### src/sv/wed_pkg.sv
package wed_pkg;

   localparam int unsigned MAX_LEN_DEF = 4096;
   localparam int unsigned SYM_W       = 8;
   localparam int unsigned COST_W      = 22;
   localparam int unsigned CFG_W       = 8;
   localparam logic [COST_W-1:0] COST_MAX = 22'h3FFFFF;

   // register indexes on the csr port
   localparam logic [1:0] REG_INSERT  = 2'd0;
   localparam logic [1:0] REG_DELETE  = 2'd1;
   localparam logic [1:0] REG_REPLACE = 2'd2;
   localparam logic [1:0] REG_SWAP    = 2'd3;

   // which_string codes
   localparam logic STR_SOURCE = 1'b0;
   localparam logic STR_TARGET = 1'b1;

   typedef struct packed {
      logic busy;
      logic rsp_pending;
   } back_status_type;

endpackage

### src/sv/wed_front.sv
module wed_front #(
   parameter int unsigned MAX_LEN = wed_pkg::MAX_LEN_DEF,
   parameter int unsigned LW      = $clog2(MAX_LEN + 1),
   parameter int unsigned IW      = $clog2(MAX_LEN)
) (
   input  logic                          clock,
   input  logic                          reset,
   input  logic                          req_valid,
   output logic                          req_ready,
   input  logic                          req_which_string,
   input  logic [wed_pkg::SYM_W-1:0]     req_symbol,
   input  logic                          req_last_symbol,
   input  wed_pkg::back_status_type      status,
   input  logic                          queue_not_empty,
   output logic                          src_we,
   output logic                          tgt_we,
   output logic [IW-1:0]                 wr_addr,
   output logic [wed_pkg::SYM_W-1:0]     wr_data,
   output logic                          job_push,
   output logic [2*LW-1:0]               job_data
);

   logic [LW-1:0] src_len_ff, src_len_in;
   logic [LW-1:0] tgt_len_ff, tgt_len_in;
   logic          accept;
   logic          src_room, tgt_room;

   assign req_ready = !status.busy && !queue_not_empty;
   assign accept    = req_valid && req_ready;
   assign src_room  = (src_len_ff != LW'(MAX_LEN));
   assign tgt_room  = (tgt_len_ff != LW'(MAX_LEN));

   assign src_we   = accept && req_which_string == wed_pkg::STR_SOURCE && src_room;
   assign tgt_we   = accept && req_which_string == wed_pkg::STR_TARGET && tgt_room;
   assign wr_addr  = (req_which_string == wed_pkg::STR_SOURCE) ?
                     src_len_ff[IW-1:0] : tgt_len_ff[IW-1:0];
   assign wr_data  = req_symbol;
   assign job_push = accept && req_which_string == wed_pkg::STR_TARGET && req_last_symbol;
   assign job_data = {src_len_ff, tgt_len_ff + LW'(tgt_room)};

   always_comb begin
      src_len_in = src_len_ff;
      tgt_len_in = tgt_len_ff;
      if (src_we) begin
         src_len_in = src_len_ff + LW'(1);
      end
      if (tgt_we) begin
         tgt_len_in = tgt_len_ff + LW'(1);
      end
      if (job_push) begin
         src_len_in = '0;
         tgt_len_in = '0;
      end
   end

   always_ff @(posedge clock) begin
      if (reset) begin
         src_len_ff <= '0;
         tgt_len_ff <= '0;
      end else begin
         src_len_ff <= src_len_in;
         tgt_len_ff <= tgt_len_in;
      end
   end

   a_len_bound: assert property (@(posedge clock) disable iff (reset)
      src_len_ff <= LW'(MAX_LEN) && tgt_len_ff <= LW'(MAX_LEN))
      else $error("string length beyond limit");

endmodule

### config.mk
export PLATFORM = sky130hd
export DESIGN_NAME = wed_front
export DESIGN_NICKNAME = d
export VERILOG_FILES = /design/src/sv/wed_pkg.sv /design/src/sv/wed_front.sv
export SDC_FILE = /design/constraint.sdc
export NUM_CORES = 1
export LEC_CHECK = 0
export ABC_AREA = 1
export ABC_CLOCK_PERIOD_IN_PS = 2000
export BUFFER_PORTS_ARGS = -buffer_cell sky130_fd_sc_hd__buf_2
export CAP_MARGIN = 20
export CORE_MARGIN = 1.5
export CORE_UTILIZATION = 30
export CTS_BUF_LIST = sky130_fd_sc_hd__clkbuf_4
export DETAILED_ROUTE_END_ITERATION = 16
export HOLD_SLACK_MARGIN = 0.05
export SYNTH_ARGS = -nofsm -noshare
export SYNTH_HDL_FRONTEND = slang
export SYNTH_SLANG_ARGS = --single-unit
### constraint.sdc
create_clock -name clock -period 2 [get_ports clock]
set_clock_uncertainty 0.2 [all_clocks]
set_input_delay 0.1 -clock clock [delete_from_list [all_inputs] [get_ports clock]]
set_output_delay 0.1 -clock clock [all_outputs]
set_load 0.01 [all_outputs]
==> flow_metrics.py <==
metrics = {
    "clocking": {
        "cts_sinks": 26,
        "cts_buffers": 3,
        "clk_pin_slew_ns": 0.16,
        "clock_latency_ns": 0.33,
        "root_buffer": "clkbuf_4",
        "cts_buffer_depth": 2,
        "cts_tree": "yes",
        "htree_levels": 1,
    },
    "routing": {
        "met3_length_microns": 330,
        "firstDrtPassIters": 4,
        "wl_mm": 6.23,
        "avgViaCountPerCell": 4.59,
        "via_count": 2366,
        "drc_errors": 0,
        "wl_met2_mm": 2.99,
        "routed.top_layer": "met4",
        "ant_nets": 0,
        "drt-met1-wl_mm": 2.86,
        "drtIter0Drc": 117,
        "wl_per_cell_microns": 12.1,
    },
    "synthesis": {
        "avgSynthCellArea_sq_um": 6.07,
        "netlist.top_cell.by_area": "dfxtp_1",
        "yosys-top-cells-count": "nand2_1, nor2_1, inv_1",
        "ys_seq_area_frac": 0.243,
        "ys_async_sr_fraction": 0,
        "synth-simple-area-share": 0.409,
        "synth_warnings": 0,
        "synth_mux_area_frac": 0,
        "synth_edf_count": 0,
        "synth_compound_area_frac": 0.0969,
        "synth_top_area_frac": 0.243,
        "yosys_register_bits": 26,
        "synth_area_leaders": "dfxtp_1, nand2_1, nor2_1, xor2_1, nand3_1",
        "synth.distinct_cells": 27,
        "synth_area_sq_um": 2140,
        "synth_nets": 375,
        "synth_adder_area_share": 0.0350,
        "synth_top_flop_cell": "dfxtp_1",
        "synth_xor_area_frac": 0.0695,
        "postSynthCellCount": 353,
        "synth_top_family_by_area": "simple AND/OR/NAND/NOR gates",
        "yosysMostFrequentCell": "nand2_1",
    },
    "worst_setup_path": {
        "path_max_fanout": 4,
        "end_kind": "output port",
        "worstSetupPathType": "reg2out",
        "critPathRequiredTime_ns": 1.70,
        "cp-start-kind": "flip-flop",
        "cp_data_arrival_time_ns": 1.86,
    },
    "timing": {
        "finalWorstSetupSlack_ns": -0.160,
        "hold_viol": 0,
        "max_freq_mhz": 463,
        "worst_pin_slew_ns": 0.419,
        "finalCriticalPeriod_ns": 2.16,
        "slew_viol_final": 0,
        "setup_viol": 5,
        "rsz0062_at_grt": "yes",
        "fin_crit_sh": 1.08,
        "finalSetupTns_ns": -0.594,
        "slew_headroom": 0.720,
    },
    "power": {
        "p_seq_frac": 0.592,
        "clkPwrFrac": 0.275,
        "p_sw_uw": 243,
        "switching_share": 0.275,
        "ir_worst_vdd_v": 0.000171,
        "leakagePower_nw": 1.31,
        "power_density_nw_per_um2": 318,
        "p_int_uw": 640,
        "p_comb_frac": 0.132,
    },
    "final_layout": {
        "fill_cells": 726,
        "area_delta_synth_final_pct": 29.8,
        "drive_gt1_frac": 0.308,
        "diodes": 0,
        "final_nets": 443,
    },
    "flow_run": {
        "maxCapViolCount": 0,
    },
    "floorplanning": {
        "io_pins": 66,
        "row_count": 30,
        "die_h_microns": 87.5,
        "die_w_microns": 87.5,
        "core-area_sq_um": 6870,
        "die_area_sq_um": 7660,
        "start_util": 0.312,
    },
    "placement": {
        "port_buffers": 48,
        "place_hpwl_mm": 4.56,
        "place_congestion": 0.869,
        "place_ws_ns": -0.00441,
    },
    "global_routing": {
        "grt_pass1_vias": 2157,
        "antenna_found_initial": 0,
        "grt_use_total": 0.172,
        "grt_max_degree": 27,
        "grt_pass1_wl_mm": 10.3,
        "grt-ovfl-total": 0,
    },
    "worst_hold_path": {
        "hold_class": "in2reg",
    },
    "outcome": {
        "status": "finished with violations",
        "violations": "negative setup slack",
    },
}
area by class of cell:
type / instances / area [sq um] / area share
Multi-Input combinational cell: 262 / 1410 / 0.506
Inverter: 44 / 165 / 0.0594
Tap cell: 96 / 120 / 0.0432
Sequential cell: 26 / 529 / 0.190
Clock buffer: 3 / 22.5 / 0.00810
Timing Repair Buffer: 84 / 537 / 0.193
registers in the layout (all words and copies together) (netlist names):
register,flops
src_len_ff,13
tgt_len_ff,13
path summary, 6_finish.rpt:
path | startpoint | end | slack [ns] | cells after the start
setup / recovery | tgt_len_ff[0] | job_data[9] | -0.16 | 11
setup reg to reg | tgt_len_ff[2] | tgt_len_ff[9] | 0.21 | 8
hold reg to reg | src_len_ff[0] | src_len_ff[0] | 0.33 | 2
hold / removal | req_last_symbol | tgt_len_ff[10] | 0.06 | 6
power groups by stage:
stage | combinational [mW] | clock, mW | sequential (mW)
after floorplan | 0.0675 | 0 | 0.536
after global placement | 0.0805 | 0 | 0.535
after detailed placement | 0.0810 | 0 | 0.535
after CTS | 0.109 | 0.259 | 0.524
after global routing | 0.129 | 0.284 | 0.524
final | 0.117 | 0.243 | 0.523
repair_timing:
item                                    4_1_cts  5_1_grt
hold buffers                                  9        0
endpoints found under the hold margin        17        0
gates cloned                                  0        0
pin swaps                                    10       13
setup buffers                                 5        5
endpoints found under the setup margin       10       10
resized for setup                            24        9
cells in the final DEF, fill, tap and decap left out:
cell type,netlist,layout
nand2_1,112,110
buf_2,4,48
nor2_1,42,37
inv_1,37,33
buf_4,11,26
nand3_1,28,24
dfxtp_1,26,21
xor2_1,17,17
o21ai_0,14,14
inv_2,7,11
a21oi_1,11,11
nor2_2,5,9
nand4_1,9,9
dlygate4sd3_1,0,9
a21oi_2,7,7
nand3_2,1,4
dfxtp_2,0,4
nand2_2,2,3
ha_1,6,3
clkbuf_4,0,3
nor2_4,1,2
nand3_4,1,2
ha_4,0,2
nand2_4,0,1
nor3_4,0,1
nor3_2,1,1
nor3_1,2,1
a22oi_2,0,1
o21ai_2,1,1
o21ai_1,1,1
ha_2,0,1
buf_6,3,1
dfxtp_4,0,1
logic make-up after synthesis:
group	Yosys count
xor+xnor	17
compound gates	35
simple gates	204
flops	26
buf+inv	65
fa+ha+maj	6
metal layers:
| layer | up-vias | track usage |
|---|---|---|
| met4 | 0 | 0.0375 |
| li1 | 1226 | - |
| met2 | 72 | 0.292 |
| met1 | 1064 | 0.229 |
| met5 | - | 0 |
| met3 | 4 | 0.0265 |
critical path, stage by stage (launching register included):
cell and delay (ns):
dfxtp_2 0.37, inv_2 0.05, ha_4 0.15, nand2_2 0.05, nor2_2 0.04, nand3_1 0.06, ha_2 0.17, inv_2 0.05
nor2_4 0.15, nand3_2 0.10, a22oi_2 0.17, buf_2 0.15
through the flow:
step	total power, mW	cell area [sq um]	std cells	utilization	hold slack (ns)
6_report	0.883	2780	515	0.405	0.0599
3_3_place_gp	0.615	2480	493	0.361	0.0000686
4_1_cts	0.893	2720	510	0.395	0.0534
3_5_place_dp	0.616	2480	493	0.361	0.0000686
2_1_floorplan	0.603	2140	353	-	0.0373
5_1_grt	0.937	2780	515	0.405	0.0937
No activity file was read; power rests on OpenSTA's default activity.
