**src/sv/wed_queue.sv**
```systemverilog
module wed_queue #(
   parameter int unsigned WIDTH = 26
) (
   input  logic             clock,
   input  logic             reset,
   input  logic             push,
   input  logic [WIDTH-1:0] push_data,
   input  logic             pop,
   output logic             not_empty,
   output logic [WIDTH-1:0] head
);

   logic [WIDTH-1:0] slot_ff [2];
   logic [WIDTH-1:0] slot_in [2];
   logic [1:0]       count_ff;
   logic [1:0]       count_in;

   always_comb begin
      slot_in[0] = slot_ff[0];
      slot_in[1] = slot_ff[1];
      count_in   = count_ff;
      if (pop && count_ff != 2'd0) begin
         slot_in[0] = slot_ff[1];
         count_in   = count_ff - 2'd1;
      end
      if (push && count_in != 2'd2) begin
         slot_in[count_in[0]] = push_data;
         count_in = count_in + 2'd1;
      end
   end

   always_ff @(posedge clock) begin
      if (reset) begin
         count_ff <= 2'd0;
      end else begin
         count_ff <= count_in;
      end
      slot_ff[0] <= slot_in[0];
      slot_ff[1] <= slot_in[1];
   end

   assign not_empty = (count_ff != 2'd0);
   assign head      = slot_ff[0];

   a_no_overflow: assert property (@(posedge clock) disable iff (reset)
      push && !pop |-> count_ff != 2'd2)
      else $error("job queue overflow");

endmodule

```
**config.mk**
```make
export PLATFORM = sky130hd
export DESIGN_NAME = wed_queue
export DESIGN_NICKNAME = d
export VERILOG_FILES = /design/src/sv/wed_queue.sv
export SDC_FILE = /design/constraint.sdc
export NUM_CORES = 1
export LEC_CHECK = 0
export ABC_CLOCK_PERIOD_IN_PS = 4500
export BUFFER_PORTS_ARGS = -buffer_cell sky130_fd_sc_hd__buf_2
export CELL_PAD_IN_SITES_DETAIL_PLACEMENT = 0
export CELL_PAD_IN_SITES_GLOBAL_PLACEMENT = 1
export CORE_MARGIN = 2
export CORE_UTILIZATION = 43
export CTS_BUF_LIST = sky130_fd_sc_hd__clkbuf_8 sky130_fd_sc_hd__clkbuf_16
export DETAILED_ROUTE_END_ITERATION = 8
export PLACE_DENSITY_LB_ADDON = 0.1
export SYNTH_ARGS = -nofsm -noshare
export SYNTH_HDL_FRONTEND = slang
export SYNTH_SLANG_ARGS = --single-unit
```
**constraint.sdc**
```tcl
create_clock -name clock -period 4.5 [get_ports clock]
set_clock_uncertainty 0.1 [all_clocks]
set_input_delay 1.35 -clock clock [delete_from_list [all_inputs] [get_ports clock]]
set_output_delay 1.35 -clock clock [all_outputs]
set_load 0.01 [all_outputs]
```
==> results of run 1 <==
[cells by family (layout without fill, tap and decap cells)]
kind of cell,count (synthesis),after routing
DFF,54,54
AOI/OAI and AO/OA,2,2
adders and majority gates,2,2
and+or+nand+nor,6,6
muxes,53,53
xor gates and xnor gates,1,1
buffers and inverters,34,68
[cell type report]
class / instances / area, µm²
Clock buffer: 5 / 68.8
Clock inverter: 2 / 11.3
Fill cell: 496 / 2800
Inverter: 3 / 11.3
Multi-Input combinational cell: 64 / 783
Sequential cell: 54 / 1340
Tap cell: 72 / 90.1
Timing Repair Buffer: 58 / 295
[per-stage QoR]
| step | cell area, µm² | setup WS (ps) |
|---|---|---|
| floorplan | 2370 | 440 |
| global placement | 2520 | 988 |
| detailed placement | 2520 | 906 |
| CTS | 2600 | 1220 |
| global route | 2600 | 1130 |
| finish | 2600 | 1260 |
[worst max-delay path by stage]
stage               start                endpoint  slack [ps]  cells past startpoint
floorplan             pop                    flop         440                      7
global placement      pop  slot_ff[0][17]$_DFF_P_         990                      7
detailed placement    pop  slot_ff[0][15]$_DFF_P_         910                      7
CTS                   pop  slot_ff[0][24]$_DFF_P_        1220                      7
global route          pop  slot_ff[0][24]$_DFF_P_        1130                      7
finish                pop  slot_ff[0][24]$_DFF_P_        1260                      7
[power groups by stage]
stage	clock, mW	combinational, mW	sequential, mW
3_3_place_gp	0	0.930	0.814
5_1_grt	0.286	1.02	0.830
2_1_floorplan	0	0.906	0.804
4_1_cts	0.263	0.956	0.808
3_5_place_dp	0	0.954	0.820
6_report	0.250	0.936	0.806
[cell usage after synthesis]
cell | instances | area, µm²
nand2b_4 | 1 | 13.8
nor2b_1 | 1 | 6.26
dfxtp_1 | 28 | 561
mux2i_1 | 1 | 10.0
inv_1 | 3 | 11.3
and2b_1 | 1 | 7.51
mux2_4 | 19 | 285
ha_1 | 2 | 25.0
nor2_1 | 1 | 3.75
or2_2 | 1 | 6.26
edfxtp_1 | 26 | 781
buf_6 | 3 | 33.8
mux2_2 | 33 | 372
a21oi_1 | 1 | 5.00
xnor2_4 | 1 | 27.5
a211oi_1 | 1 | 7.51
nand2_4 | 1 | 11.3
buf_4 | 26 | 195
buf_2 | 2 | 10.0
[worst max-delay path: stages]
cell      delay, ps
buf_2           110
nand2b_4        350
mux2i_1         300
ha_1            170
and2b_1         240
nand2_4         400
mux2_2          390
[routing by layer]
metal | vias up | wire, µm
li1 | 575 | -
met1 | 563 | 1520
met2 | 37 | 1770
met3 | 2 | 244
met4 | 0 | 20
met5 | - | 0
==> summary.md, run 1 <==
| Metric | Value |
|---|---|
| Met2 Use GR | `0.220` |
| Synth Net Count | `184` |
| Max FO, Critical Path | `28` |
| Post-DR vias/cell | `4.56` |
| Clock Latency Late Sink | `290 ps` |
| Mapped Avg Cell Area | `15.6 µm²` |
| Largest family of logic cells by synthesized area | `multiplexers` |
| RSZ-0062 raised after global routing | `false` |
| Synth Area in Simple Gates | `0.0206` |
| Critical path required time | `4590 ps` |
| First-pass GRT wire length | `5.66 mm` |
| Switching portion of total power | `0.304` |
| Internal Pwr Total | `1.39 mW` |
| CP endpoint kind | `flop` |
| Initial Util | `0.439` |
| CTS root buf | `clkbuf_8` |
| Power Dens Cells | `766 mW/mm²` |
| Max-cap viol count | `0` |
| Met1 usage | `0.132` |
| Core Area | `0.00541 mm²` |
| Synth warnings | `0` |
| Setup repair bufs after CTS | `0` |
| LEAKAGE | `1.13 nW` |
| Remaining global-route overflow | `0` |
| Cells after DPL | `251` |
| Total Power Consumption | `1.99 mW` |
| Hold Crit Depth | `2` |
| Period utilisation layout | `0.720` |
| Outcome | `completed` |
| Worst Tran Pin Value | `498 ps` |
| Clock share of power | `0.126` |
| Post-synth cell types | `19` |
| HPWL Detailed | `2.39 mm` |
| Startpoint types | `primary input` |
| Compound-cell area share of the yosys netlist | `0.00527` |
| DR DRC count | `0` |
| DIE AREA | `0.00613 mm²` |
| WHS Endpoint | `slot_ff[0][25]$_DFF_P_` |
| Flops & latches, synth | `54` |
| Number of DRC markers in iteration 0 | `61` |
| Final #Nets | `218` |
| Met3 usage | `0.0471` |
| Worst min-delay path category | `reg -> reg` |
| Commonest non-fill, non-tap cells in the layout | `buf_2 (56), mux2_2 (33), dfxtp_1 (28)` |
| Util after Layout | `0.481` |
| Final Setup Violations | `0` |
| GRT Total Usage | `0.122` |
| R2R depth | `8` |
| TritonCTS clock tree | `built` |
| # port buffers | `56` |
| CTS buffer count | `5` |
| GPL Wtd Cong | `0.627` |
| CTS Sinks | `54` |
| Fin. Hold Viols | `0` |
| Register area share after synthesis | `0.565` |
| CTS Hold Bufs | `0` |
| Vias in the first global route | `1,197` |
| Routed wire length | `3.55 mm` |
| Layout cells sized above 1 | `0.651` |
| Pins Over Slew Limit | `0` |
| Critical path type | `in -> reg` |
| Multiplexer area fraction after synthesis | `0.281` |
| Worst-path clk slew | `90 ps` |
| Comb power frac | `0.470` |
| Largest net degree at the start of global routing | `29` |
| Fmax | `0.309 GHz` |
| Commonest non-fill, non-tap cell in the layout | `buf_2` |
| Antenna Cells | `0` |
| Fin crit period | `3240 ps` |
| Routed WL per cell | `13.7 µm` |
| VDD IR max | `0.395 mV` |
| Critical Path AT | `3320 ps` |
| Mapped Cells | `152` |
| Synth Area in Adders | `0.0105` |
| R2r endpoint | `slot_ff[0][24]$_DFF_P_` |
| Non-Filler Instances | `258` |
| Die Span Y | `78.3 µm` |
| Initial antenna violation count | `0` |
| Post-Synthesis Cell Area | `0.00237 mm²` |
| DRT Pass-1 Iters | `3` |
| Worst R2R Setup Slack | `1700 ps` |
| Worst hold margin | `499 ps` |
| Via Count | `1,177` |
| P_sw | `0.605 mW` |
| Setup_tns | `0 ps` |
| Slew HR | `0.668` |
| Area grow syn2layout | `9.65%` |
| H-tree depth | `2` |
| FP Rows | `27` |
| Final ANT Viol Nets | `0` |
| Die W | `78.3 µm` |
| CTS Buffer Depth | `2` |
| Grt peak-use layer | `met2` |
| I/O pins | `57` |
| R2R Path Start | `count_ff[0]$_SDFF_PP0_` |
| Post_cts resized | `0` |
| Share of power burned in registers | `0.404` |
| Synth Area in XOR/XNOR | `0.0116` |
Power figures use the tool's default switching activity.
==> inputs of run 2 (changes only) <==
--- a/config.mk
+++ b/config.mk
@@ -5,7 +5,7 @@
 export SDC_FILE = /design/constraint.sdc
 export NUM_CORES = 1
 export LEC_CHECK = 0
-export ABC_CLOCK_PERIOD_IN_PS = 4500
+export ABC_CLOCK_PERIOD_IN_PS = 3400
 export BUFFER_PORTS_ARGS = -buffer_cell sky130_fd_sc_hd__buf_2
 export CELL_PAD_IN_SITES_DETAIL_PLACEMENT = 0
 export CELL_PAD_IN_SITES_GLOBAL_PLACEMENT = 1
==> constraint.sdc (replaced) <==
create_clock -name clock -period 3.4 [get_ports clock]
set_clock_uncertainty 0.1 [all_clocks]
set_input_delay 1.02 -clock clock [delete_from_list [all_inputs] [get_ports clock]]
set_output_delay 1.02 -clock clock [all_outputs]
set_load 0.01 [all_outputs]
==> summary.md, run 2 (synthesis results as in run 1) <==
| Metric | Value |
|---|---|
| Fmax | `0.378 GHz` |
| Critical Path AT | `2740 ps` |
| Worst min-delay path category | `reg -> reg` |
| # port buffers | `56` |
| Worst-path clk slew | `90 ps` |
| CTS root buf | `clkbuf_8` |
| Setup repair bufs after CTS | `0` |
| Slew HR | `0.857` |
| Critical path type | `in -> reg` |
| Post-route cell area | `0.00267 mm²` |
| VDD IR max | `0.491 mV` |
| Post-place setup slack | `401 ps` |
| Post-DR vias/cell | `4.58` |
| Family with the most delay on the worst path | `simple AND/OR/NAND/NOR gates` |
| Worst Setup SP | `pop` |
| Via Count | `1,204` |
| Buf+Inv Stages, Crit Path | `2` |
| Worst Tran Pin Value | `208 ps` |
| Area grow syn2layout | `12.7%` |
| CP cell instances | `buf_2 > nand2b_4 > mux2i_1 > ha_1 > and2b_1 > nand2_4 > buf_12 > mux2_4` |
| I/O pins | `57` |
| Setup ws final | `752 ps` |
| CP max-delay cell | `mux2_4` |
| Final #Nets | `222` |
| End of the critical path | `slot_ff[0][6]$_DFF_P_` |
| Setup_tns | `0 ps` |
| Crit path depth | `8` |
| CTS Hold Bufs | `0` |
| Initial antenna violation count | `0` |
| Fin crit period | `2650 ps` |
| DR DRC count | `0` |
| Period utilisation layout | `0.779` |
| Commonest non-fill, non-tap cells in the layout | `buf_2 (56), mux2_2 (33), dfxtp_1 (28)` |
| R2R depth | `9` |
| Largest stage delay on the critical path | `300 ps` |
| TritonCTS clock tree | `built` |
| Critical path required time | `3490 ps` |
| Core Area | `0.00541 mm²` |
| GRT Total Usage | `0.131` |
| FP Rows | `27` |
| CTS buffer count | `5` |
| Routed WL per cell | `14.9 µm` |
| Worst R2R Setup Slack | `850 ps` |
| RSZ-0062 raised after global routing | `false` |
| HPWL Detailed | `2.83 mm` |
| Hold Crit Depth | `2` |
| DIE AREA | `0.00613 mm²` |
| Die Span Y | `78.3 µm` |
| Routed wire length | `3.91 mm` |
| CP endpoint kind | `flop` |
| R2R Path Start | `count_ff[0]$_SDFF_PP0_` |
| H-tree depth | `2` |
| Final ANT Viol Nets | `0` |
| Layout cells sized above 1 | `0.660` |
| Commonest non-fill, non-tap cell in the layout | `buf_2` |
| Power Dens Cells | `1050 mW/mm²` |
| Area after DPL | `0.00256 mm²` |
| Clock Latency Late Sink | `300 ps` |
| Non-Filler Instances | `263` |
| Number of DRC markers in iteration 0 | `74` |
| Antenna Cells | `0` |
| DRT Pass-1 Iters | `4` |
| CTS Sinks | `54` |
| CTS Buffer Depth | `2` |
| Final Setup Violations | `0` |
| Initial Util | `0.439` |
| GPL Wtd Cong | `0.645` |
| Pins Over Slew Limit | `0` |
| Max FO, Critical Path | `13` |
| Util after Layout | `0.495` |
| Vias in the first global route | `1,215` |
| R2r endpoint | `slot_ff[0][6]$_DFF_P_` |
| Outcome | `completed` |
| Worst hold margin | `505 ps` |
| Remaining global-route overflow | `0` |
| Largest net degree at the start of global routing | `17` |
| Startpoint types | `primary input` |
| Die W | `78.3 µm` |
| LEAKAGE | `1.17 nW` |
| Post_cts resized | `0` |
| Cells after DPL | `255` |
| Fin. Hold Viols | `0` |
| Total Power Consumption | `2.81 mW` |
| First-pass GRT wire length | `6.02 mm` |
| Max-cap viol count | `0` |
-- run 2: changes by cell type in the layout (fill, tap and decap cells not counted) --
| cell | change |
|---|---|
| buf_12 | +1 |
| buf_4 | +3 |
| bufinv_16 | +1 |
-- run 2: metal layers --
layer / part of all wire / vias to the layer above / global-route usage / routed length [µm]
met5: 0 / - / 0 / 0
met1: 0.43 / 578 / 0.160 / 1670
met2: 0.51 / 36 / 0.220 / 1990
met4: 0.012 / 0 / 0.0421 / 45
met3: 0.051 / 6 / 0.0437 / 199
li1: - / 584 / - / -
-- run 2: area by class of cell --
class	count	area, µm²
repair buffers	62	338
clock inverters	3	41.3
flip-flops and latches	54	1340
multi-input cells	64	783
clock buffers	5	68.8
fillers	494	2730
well taps	72	90.1
inverters	3	11.3
-- run 2: power breakdown --
group | internal (mW) | switching (mW) | leakage, nW
Combinational | 0.767 | 0.556 | 0.636
Sequential | 0.978 | 0.0920 | 0.475
Clock | 0.217 | 0.196 | 0.0556
Total | 1.96 | 0.844 | 1.17
-- run 2: worst register-to-register path, cell delays in order, from the launching register on --
cell,delay [ps]
dfxtp_1,300
inv_1,150
ha_1,210
nand2b_4,280
mux2i_1,290
ha_1,180
and2b_1,240
nand2_4,200
buf_12,190
mux2_4,310
-- run 2: how the worst min path moves through the flow --
| stage | to | slack [ps] | startpoint |
|---|---|---|---|
| floorplan | slot_ff[0][13]$_DFF_P_ | 470 | flop |
| global placement | slot_ff[0][1]$_DFF_P_ | 480 | flop |
| detailed placement | slot_ff[0][13]$_DFF_P_ | 490 | flop |
| CTS | slot_ff[0][13]$_DFF_P_ | 510 | flop |
| global route | slot_ff[0][4]$_DFF_P_ | 530 | flop |
| finish | slot_ff[0][13]$_DFF_P_ | 510 | flop |
==> inputs of run 3 (changes only) <==
--- a/config.mk
+++ b/config.mk
@@ -5,12 +5,12 @@
 export SDC_FILE = /design/constraint.sdc
 export NUM_CORES = 1
 export LEC_CHECK = 0
-export ABC_CLOCK_PERIOD_IN_PS = 3400
+export ABC_CLOCK_PERIOD_IN_PS = 2300
 export BUFFER_PORTS_ARGS = -buffer_cell sky130_fd_sc_hd__buf_2
 export CELL_PAD_IN_SITES_DETAIL_PLACEMENT = 0
 export CELL_PAD_IN_SITES_GLOBAL_PLACEMENT = 1
 export CORE_MARGIN = 2
-export CORE_UTILIZATION = 43
+export CORE_UTILIZATION = 39
 export CTS_BUF_LIST = sky130_fd_sc_hd__clkbuf_8 sky130_fd_sc_hd__clkbuf_16
 export DETAILED_ROUTE_END_ITERATION = 8
 export PLACE_DENSITY_LB_ADDON = 0.1
==> constraint.sdc (replaced) <==
create_clock -name clock -period 2.3 [get_ports clock]
set_clock_uncertainty 0.1 [all_clocks]
set_input_delay 0.69 -clock clock [delete_from_list [all_inputs] [get_ports clock]]
set_output_delay 0.69 -clock clock [all_outputs]
set_load 0.01 [all_outputs]
==> summary.md, run 3 (synthesis results as in run 1) <==
| Metric | Value |
|---|---|
| Routed wire length | `4.12 mm` |
| Antenna Cells | `0` |
| Period utilisation layout | `0.976` |
| DIE AREA | `0.00672 mm²` |
| CTS root buf | `clkbuf_8` |
| LEAKAGE | `1.26 nW` |
| Routed WL per cell | `15.0 µm` |
| Clock Latency Late Sink | `290 ps` |
| Area after DPL | `0.00263 mm²` |
| Fin crit period | `2250 ps` |
| Via Count | `1,266` |
| Largest net degree at the start of global routing | `17` |
| Die Span Y | `82.0 µm` |
| Worst Tran Pin Value | `429 ps` |
| CTS buffer count | `5` |
| Critical path type | `reg -> reg` |
| VDD IR max | `0.955 mV` |
| Outcome | `completed` |
| H-tree depth | `2` |
| Hold Crit Depth | `2` |
| Startpoint types | `flop` |
| Critical Path AT | `2330 ps` |
| Worst min-delay path category | `in -> reg` |
| Core Area | `0.00589 mm²` |
| Max-cap viol count | `0` |
| Fmax | `0.445 GHz` |
| Initial Util | `0.403` |
| Cells after DPL | `260` |
| I/O pins | `57` |
| First-pass GRT wire length | `6.31 mm` |
| GRT Total Usage | `0.129` |
| Pins Over Slew Limit | `0` |
| Critical path required time | `2390 ps` |
| Power Dens Cells | `1580 mW/mm²` |
| Die W | `82.0 µm` |
| # port buffers | `56` |
| Final #Nets | `232` |
| Worst-path clk slew | `90 ps` |
| GPL Wtd Cong | `0.662` |
| CP endpoint kind | `flop` |
| Worst hold margin | `473 ps` |
| Area grow syn2layout | `20.2%` |
| Max FO, Critical Path | `8` |
| Remaining global-route overflow | `0` |
| Fin. Hold Viols | `0` |
| Final ANT Viol Nets | `0` |
| Setup ws final | `54.8 ps` |
| Post-DR vias/cell | `4.60` |
| Commonest non-fill, non-tap cells in the layout | `buf_2 (56), dfxtp_1 (27), mux2_2 (26), mux2_4 (26), edfxtp_1 (26)` |
| R2R depth | `10` |
| DRT Pass-1 Iters | `2` |
| Commonest non-fill, non-tap cell in the layout | `buf_2` |
| Vias in the first global route | `1,329` |
| Layout cells sized above 1 | `0.715` |
| CTS Buffer Depth | `2` |
| Initial antenna violation count | `0` |
| Setup_tns | `0 ps` |
| Post-route cell area | `0.00285 mm²` |
| Total Power Consumption | `4.50 mW` |
| CTS Sinks | `54` |
| Util after Layout | `0.484` |
| Number of DRC markers in iteration 0 | `30` |
| Filler cells | `553` |
| RSZ-0062 raised after global routing | `true` |
| FP Rows | `28` |
| TritonCTS clock tree | `built` |
| CTS Hold Bufs | `0` |
| Final Setup Violations | `0` |
| Non-Filler Instances | `275` |
| Post-place setup slack | `-290 ps` |
| Slew HR | `0.714` |
| DR DRC count | `0` |
-- run 3: cell types whose count changed in the layout (fill, tap and decap cells not counted), moves of 2 or more --
cell      previous run  this run
nor2b_4              0         2
clkinv_2             0         2
mux2_4              19        26
ha_1                 2         0
buf_4                5        10
inv_2                0         2
mux2_2              33        26
inv_1                4         1
-- run 3: worst paths after layout --
path | startpoint | slack (ps) | to
worst max-delay path | count_ff[0]$_SDFF_PP0_ | 50 | slot_ff[0][24]$_DFF_P_
worst min-delay path | reset | 470 | count_ff[0]$_SDFF_PP0_
worst max register to register | count_ff[0]$_SDFF_PP0_ | 50 | slot_ff[0][24]$_DFF_P_
worst min register to register | flop | 510 | slot_ff[0][14]$_DFF_P_
-- run 3: layer usage --
metal,track usage,up-vias,part of all wire
met4,0.0450,0,0.0051
met3,0.0451,2,0.058
li1,-,612,-
met1,0.147,618,0.42
met5,0,-,0
met2,0.223,34,0.51
-- run 3: worst max-delay path, stage by stage (launching register included) --
cell	delay [ps]
dfxtp_2	320
inv_2	70
ha_4	130
nand2b_4	160
mux2i_4	250
ha_2	180
and2b_2	240
buf_6	140
nand2_8	90
buf_12	150
mux2_4	300
-- run 3: repair_timing --
action | CTS | global route
gates cloned | 2 | 1
endpoints found under the setup margin | 52 | 26
buffers inserted | 3 | 2
gates resized for setup | 7 | 3
-- run 3: final cells by class --
class | instances | area, µm² | area share
flip-flops and latches | 54 | 1340 | 0.471
multi-input cells | 65 | 866 | 0.304
repair buffers | 71 | 459 | 0.161
well taps | 75 | 93.8 | 0.0329
clock buffers | 5 | 68.8 | 0.0241
inverters | 3 | 11.3 | 0.00395
clock inverters | 2 | 10.0 | 0.00351
-- run 3: report_power, final --
| group | internal [mW] | switching [mW] |
|---|---|---|
| logic | 1.47 | 0.955 |
| registers | 1.45 | 0.134 |
| clock network | 0.205 | 0.283 |
